$ cat src/hdl/rsd_pkg.sv
// ----------------------------------------------------------------------------
// rsd_pkg
// Shared types and step codes for the reciprocal short-division unit.
// ----------------------------------------------------------------------------
package rsd_pkg;

    localparam int LIMB_W = 64;
    localparam int STEP_W = 4;

    // Sequencer steps; each one is a multiply followed by a write-back.
    localparam logic [STEP_W-1:0] STEP_V0_SQ    = 4'd0;
    localparam logic [STEP_W-1:0] STEP_V1       = 4'd1;
    localparam logic [STEP_W-1:0] STEP_V1_D40   = 4'd2;
    localparam logic [STEP_W-1:0] STEP_V2       = 4'd3;
    localparam logic [STEP_W-1:0] STEP_E        = 4'd4;
    localparam logic [STEP_W-1:0] STEP_V3       = 4'd5;
    localparam logic [STEP_W-1:0] STEP_V4       = 4'd6;
    localparam logic [STEP_W-1:0] STEP_DIV_EST  = 4'd7;
    localparam logic [STEP_W-1:0] STEP_DIV_BACK = 4'd8;

    localparam logic [LIMB_W-1:0] NEWTON_ONE = 64'h1000_0000_0000_0000;

    typedef struct packed {
        logic                load_in;
        logic                seed;
        logic                mul_start;
        logic                post;
        logic [STEP_W-1:0]   step;
        logic                first_red;
        logic                corr1;
        logic                corr2;
        logic                out_load;
    } cmd_t;

    typedef struct packed {
        logic mul_done;
    } stat_t;

endpackage

$ cat src/hdl/rsd_ctrl.sv
// ----------------------------------------------------------------------------
// rsd_ctrl
// Sequencer for the division unit: steps the datapath through reciprocal
// setup and limb division, and owns both channel handshakes.
// ----------------------------------------------------------------------------
module rsd_ctrl (
    input  logic           aclk,
    input  logic           aresetn,
    input  logic           s_tvalid,
    output logic           s_tready,
    input  logic           s_first,
    output logic           m_tvalid,
    input  logic           m_tready,
    output rsd_pkg::cmd_t  cmd,
    input  rsd_pkg::stat_t stat
);

    localparam logic [3:0] ST_IDLE   = 4'd0;
    localparam logic [3:0] ST_SEED   = 4'd1;
    localparam logic [3:0] ST_MSTART = 4'd2;
    localparam logic [3:0] ST_MWAIT  = 4'd3;
    localparam logic [3:0] ST_POST   = 4'd4;
    localparam logic [3:0] ST_FRED   = 4'd5;
    localparam logic [3:0] ST_CORR1  = 4'd6;
    localparam logic [3:0] ST_CORR2  = 4'd7;
    localparam logic [3:0] ST_OUT    = 4'd8;

    logic [3:0]                  state_reg, state_next;
    logic [rsd_pkg::STEP_W-1:0]  step_reg, step_next;
    logic                        mv_reg, mv_next;
    logic                        out_free;

    assign out_free = !mv_reg || m_tready;
    assign s_tready = (state_reg == ST_IDLE);
    assign m_tvalid = mv_reg;

    always_comb begin
        state_next = state_reg;
        step_next  = step_reg;
        cmd        = '0;
        cmd.step   = step_reg;
        case (state_reg)
            ST_IDLE: begin
                if (s_tvalid) begin
                    cmd.load_in = 1'b1;
                    if (s_first) begin
                        state_next = ST_SEED;
                    end else begin
                        step_next  = rsd_pkg::STEP_DIV_EST;
                        state_next = ST_MSTART;
                    end
                end
            end
            ST_SEED: begin
                cmd.seed   = 1'b1;
                step_next  = rsd_pkg::STEP_V0_SQ;
                state_next = ST_MSTART;
            end
            ST_MSTART: begin
                cmd.mul_start = 1'b1;
                state_next    = ST_MWAIT;
            end
            ST_MWAIT: begin
                if (stat.mul_done) begin
                    state_next = ST_POST;
                end
            end
            ST_POST: begin
                cmd.post = 1'b1;
                if (step_reg == rsd_pkg::STEP_V4) begin
                    state_next = ST_FRED;
                end else if (step_reg == rsd_pkg::STEP_DIV_BACK) begin
                    state_next = ST_CORR1;
                end else begin
                    step_next  = step_reg + 4'd1;
                    state_next = ST_MSTART;
                end
            end
            ST_FRED: begin
                cmd.first_red = 1'b1;
                state_next    = ST_OUT;
            end
            ST_CORR1: begin
                cmd.corr1  = 1'b1;
                state_next = ST_CORR2;
            end
            ST_CORR2: begin
                cmd.corr2  = 1'b1;
                state_next = ST_OUT;
            end
            ST_OUT: begin
                if (out_free) begin
                    cmd.out_load = 1'b1;
                    state_next   = ST_IDLE;
                end
            end
            default: state_next = ST_IDLE;
        endcase
    end

    always_comb begin
        if (cmd.out_load) begin
            mv_next = 1'b1;
        end else if (m_tready) begin
            mv_next = 1'b0;
        end else begin
            mv_next = mv_reg;
        end
    end

    always_ff @(posedge aclk) begin
        if (!aresetn) begin
            state_reg <= ST_IDLE;
            step_reg  <= rsd_pkg::STEP_V0_SQ;
            mv_reg    <= 1'b0;
        end else begin
            state_reg <= state_next;
            step_reg  <= step_next;
            mv_reg    <= mv_next;
        end
    end

endmodule

$ cat config.mk
export PLATFORM = sky130hd
export DESIGN_NAME = rsd_ctrl
export DESIGN_NICKNAME = d
export VERILOG_FILES = /design/src/hdl/rsd_pkg.sv /design/src/hdl/rsd_ctrl.sv
export SDC_FILE = /design/constraint.sdc
export NUM_CORES = 1
export LEC_CHECK = 0
export BUFFER_PORTS_ARGS = -buffer_cell sky130_fd_sc_hd__buf_2
export CAP_MARGIN = 5
export CORE_UTILIZATION = 40
export CTS_BUF_LIST = sky130_fd_sc_hd__clkbuf_16
export DETAILED_ROUTE_END_ITERATION = 8
export MAX_ROUTING_LAYER = met4
export PLACE_DENSITY_LB_ADDON = 0.25
export SYNTH_ARGS = -nofsm -noshare
export SYNTH_HDL_FRONTEND = slang
export SYNTH_SLANG_ARGS = --single-unit
$ cat constraint.sdc
create_clock -name aclk -period 2.9 [get_ports aclk]
set_input_delay 0.435 -clock aclk [delete_from_list [all_inputs] [get_ports aclk]]
set_output_delay 0.435 -clock aclk [all_outputs]
set_load 0.05 [all_outputs]
Word level (Yosys, flattened, before mapping)

Cells that the tools add are included.

Register bits: 9
Bits of input ports: 6
Output and inout bits: 14

Add/sub/neg operators: 1
Equality and inequality tests: 16
Mux-type cells: 24
Reduce and logical (&&, ||, !) cells: 8

Operator list:

| operator              | count |
|---|---|
| $mux W4               | 8 |
| $pmux W4 S8           | 1 |
| $eq A4 B3 Y1 const B  | 5 |
| $mux W1               | 12 |
| $ne A2 B2 Y1 const B  | 6 |
| $pmux W4 S3           | 1 |
| $eq A4 B2 Y1 const B  | 2 |
| $eq A4 B4 Y1 const B  | 2 |
| $reduce_and A5 Y1     | 1 |
| $add A4 B1 Y4 const B | 1 |
| $eq A4 B1 Y1 const B  | 1 |
| $logic_not A4 Y1      | 1 |
| $mux W3               | 1 |
| $reduce_and A3 Y1     | 1 |
| $reduce_bool A3 Y1    | 1 |
| $mux W2               | 1 |
| $reduce_bool A2 Y1    | 1 |
| $reduce_or A2 Y1      | 1 |
| $logic_not A1 Y1      | 1 |
| $logic_or A1 B1 Y1    | 1 |

Depth between registers and ports, before layout

Depth in word-level cells: 5
Depth in mapped cells: 6
Gate-level depth less buffers: 6

Worst setup path after synthesis

Ideal clock, no wire load.

Path type: reg2out
Start: reg state_reg[0]
End: out cmd[11] (netlist name)
Arrival time: 2.766 ns
Required time: 2.465 ns
Path slack: -0.301 ns
Cell stages (with the launch flop): 4
Buffers on the path: 1
Cell sequence: dfxtp_1 -> clkbuf_1 -> nor4_1 -> and2_1

RTL lines:

| what                   | RTL line        | text |
|---|---|---|
| from (decl)            | rsd_ctrl.sv:28  | `logic [3:0] state_reg, state_next;` |
| from (signal assigned) | rsd_ctrl.sv:117 | `state_reg <= state_next;` |
| to (decl)              | rsd_ctrl.sv:14  | `output rsd_pkg::cmd_t cmd,` |

==> results_dict.tcl <==
set metrics [dict create \
    worst_pin_slew_ns 0.581 \
    finalSetupViolCount 0 \
    hold_viol 0 \
    synthXorXnorAreaFrac_pct 0 \
    status "complete, no violations" \
    synth-seq-cells 9 \
    fmax_mhz 449 \
    worstSkewPairLatency_ns 0.23 \
    synth_compound_area_share_pct 21.2 \
    regArea_um2 180 \
    cts.reportedPaths.clkPinSlew_ns 0.04 \
    final_area_um2 830 \
    grt.total_usage_pct 17.1 \
    first_pass_iters 5 \
    grt_max_degree 19 \
    final_common_cell "buf_2" \
    drt-wirelength-per-cell_um 12.5 \
    critPathRequiredTime_ns 2.47 \
    hp-class "input pin to register" \
    ctsHtreeMaxLevel 1 \
    cts.sinks 9 \
    cts_tree "done" \
    grt_pass1_vias 522 \
    cap_violations 0 \
    detail-route-antenna-nets 0 \
    slew_violations 0 \
    whs_path_depth 2 \
    port_buffers 19 \
    min_to "step_reg[0]$_SDFFE_PN0P_" \
    drt-vias-per-instance 5.61 \
    gp_congestion 0.750 \
    worstHoldStart "aresetn" \
    dp_hpwl_um 1030 \
    crit_type "register to output pin" \
    cts.path.max_buffers 2 \
    io_pins 20 \
    final_cell_mix "buf_2 (19), dfxtp_1 (9), nor2b_1 (6), inv_1 (6), o21a_1 (5)" \
    netlist_area_um2 662 \
    worstSetupStartpointType "register" \
    post_cts_buffers 0 \
    fin_skew_ns 0.00176 \
    num_vias 640 \
    numCtsBuffers 3 \
    syn_inst 82 \
    drive_above_1_share_pct 27.6 \
    dieHeight_um 42.7 \
    period_needed_ns 2.23 \
    ctsResizeCount 0 \
    synthMuxAreaShare_pct 0 \
    yosysWarnings 0 \
    row_count 14 \
    max-vdd-ir-drop_mv 0.606 \
    yosysSeqAreaShare_pct 27.2 \
    die_w_um 42.7 \
    cp-end-kind "output pin" \
    cp.arrival_ns 1.79 \
    grt_pass1_wl_um 2320 \
    antenna_found_initial 0 \
    multi_input_area_um2 437 \
    cts_root_buf "clkbuf_16" \
    relSlewSlack_pct 61.2 \
    nets 108 \
    rsz0062_at_grt "false" \
    area_growth_pct 25.3 \
    drc 0 \
    rr_endpoint "step_reg[0]$_SDFFE_PN0P_" \
    fillers 146 \
    drt_first_iter_violations 14 \
    synth_area_per_cell_um2 8.07 \
    synth_top_family_by_area "simple AND/OR/NAND/NOR gates" \
    initial_utilization_pct 43.4 \
    synth-simple-area-share_pct 38.2 \
    min_period_over_period_pct 76.7 \
    rr_startpoint "state_reg[2]$_SDFFE_PN0P_" \
    power_density_mw_per_mm2 665 \
    antenna_cells 0 \
    r2r_slack_ns 0.92 \
    syn-num-nets 91 \
    synth_adder_area_share_pct 5.67 \
    drt_wl_total_um 1430 \
    overflow 0 \
    p_leak_nw 0.363 \
    critPathMaxFanout 10 \
    dpl_cell_area_um2 751 \
    hold_buffers 0 \
    dieArea_mm2 0.00182 \
    coreArea_mm2 0.00152 \
    totalNegativeSetupSlack_ns 0 \
    synth_cell_types 33 \
    reg2reg_depth 4 \
]
## cells in the mapped netlist
master / number / area share [%]
nor2_1: 4 / 2.3
or3_1: 1 / 0.95
nor4b_4: 1 / 3.6
o31ai_1: 3 / 3.4
and3b_1: 2 / 2.6
nor2b_1: 6 / 5.7
buf_4: 1 / 1.1
inv_1: 5 / 2.8
o21a_1: 5 / 5.7
a21boi_0: 1 / 1.1
a211oi_1: 1 / 1.1
ha_1: 3 / 5.7
and2_4: 1 / 1.3
o21ai_0: 3 / 2.3
and2_1: 1 / 0.95
buf_1: 2 / 1.1
nand2_1: 2 / 1.1
clkbuf_1: 2 / 1.1
a221oi_2: 1 / 2.3
nor3_1: 4 / 3.0
buf_2: 2 / 1.5
or3b_4: 1 / 1.7
nand3_1: 2 / 1.5
o22ai_1: 2 / 1.9
a21oi_1: 1 / 0.76
nand2b_1: 4 / 3.8
and3_1: 2 / 1.9
a311oi_1: 1 / 1.3
a32oi_1: 1 / 1.3
nor4_1: 5 / 4.7
nor3b_1: 1 / 1.1
nand4_1: 2 / 1.9
dfxtp_1: 9 / 27
## metal layers
metal  vias to the layer above  wire, um  global-route usage, %
met3                         0        80                   6.81
met1                       287       679                   22.3
li1                        335         -                      -
met5                         -         0                      -
met4                         0         0                   3.75
met2                        18       668                   24.8
## worst max path at each step
stage,cells after the start,end,from
finish,4,cmd[0],state_reg[3]$_SDFFE_PN0P_
global route,4,cmd[0],state_reg[3]$_SDFFE_PN0P_
CTS,4,cmd[0],state_reg[3]$_SDFFE_PN0P_
detailed placement,4,cmd[0],state_reg[3]$_SDFFE_PN0P_
global placement,4,step_reg[0]$_SDFFE_PN0P_,state_reg[2]$_SDFFE_PN0P_
floorplan,3,cmd[11],state_reg[0]$_SDFFE_PN0P_
## logic make-up after synthesis
logic type      Yosys count
flops                     9
simple gates             39
buf+inv                  12
compound gates           19
fa+ha+maj                 3
## power breakdown
part | internal [W] | switching (W) | leakage [nW] | total, W
logic | 0.0000505 | 0.0000982 | 0.247 | 0.000149
registers | 0.000135 | 0.0000267 | 0.0736 | 0.000162
clock network | 0.000180 | 0.0000606 | 0.0423 | 0.000241
## final cells by class
| class | count | share of cell area, % |
|---|---|---|
| Clock inverter | 1 | 0.452 |
| Tap cell | 16 | 2.41 |
| Sequential cell | 9 | 21.7 |
| Inverter | 5 | 2.26 |
| Clock buffer | 3 | 9.05 |
| Multi-Input combinational cell | 61 | 52.6 |
| Timing Repair Buffer | 19 | 11.5 |
## through the flow
stage               util (%)  worst slack [ns]  total power, W  hold slack [ns]  instances
finish                  54.4             0.675        0.000552            0.520        114
global route            54.4             0.538        0.000583            0.533        114
CTS                     54.4             0.686        0.000557            0.524        114
detailed placement      49.3             0.939        0.000314            0.520        110
global placement        49.3             0.954        0.000313            0.512        110
floorplan                  -             0.316        0.000283            0.689         82
## critical path, cell delays in order (launching register included)
cell and delay (ns):
dfxtp_1 0.57, inv_1 0.14, nor4_1 0.41, nor2b_1 0.18, buf_2 0.26
No activity file was read; power rests on OpenSTA's default activity.
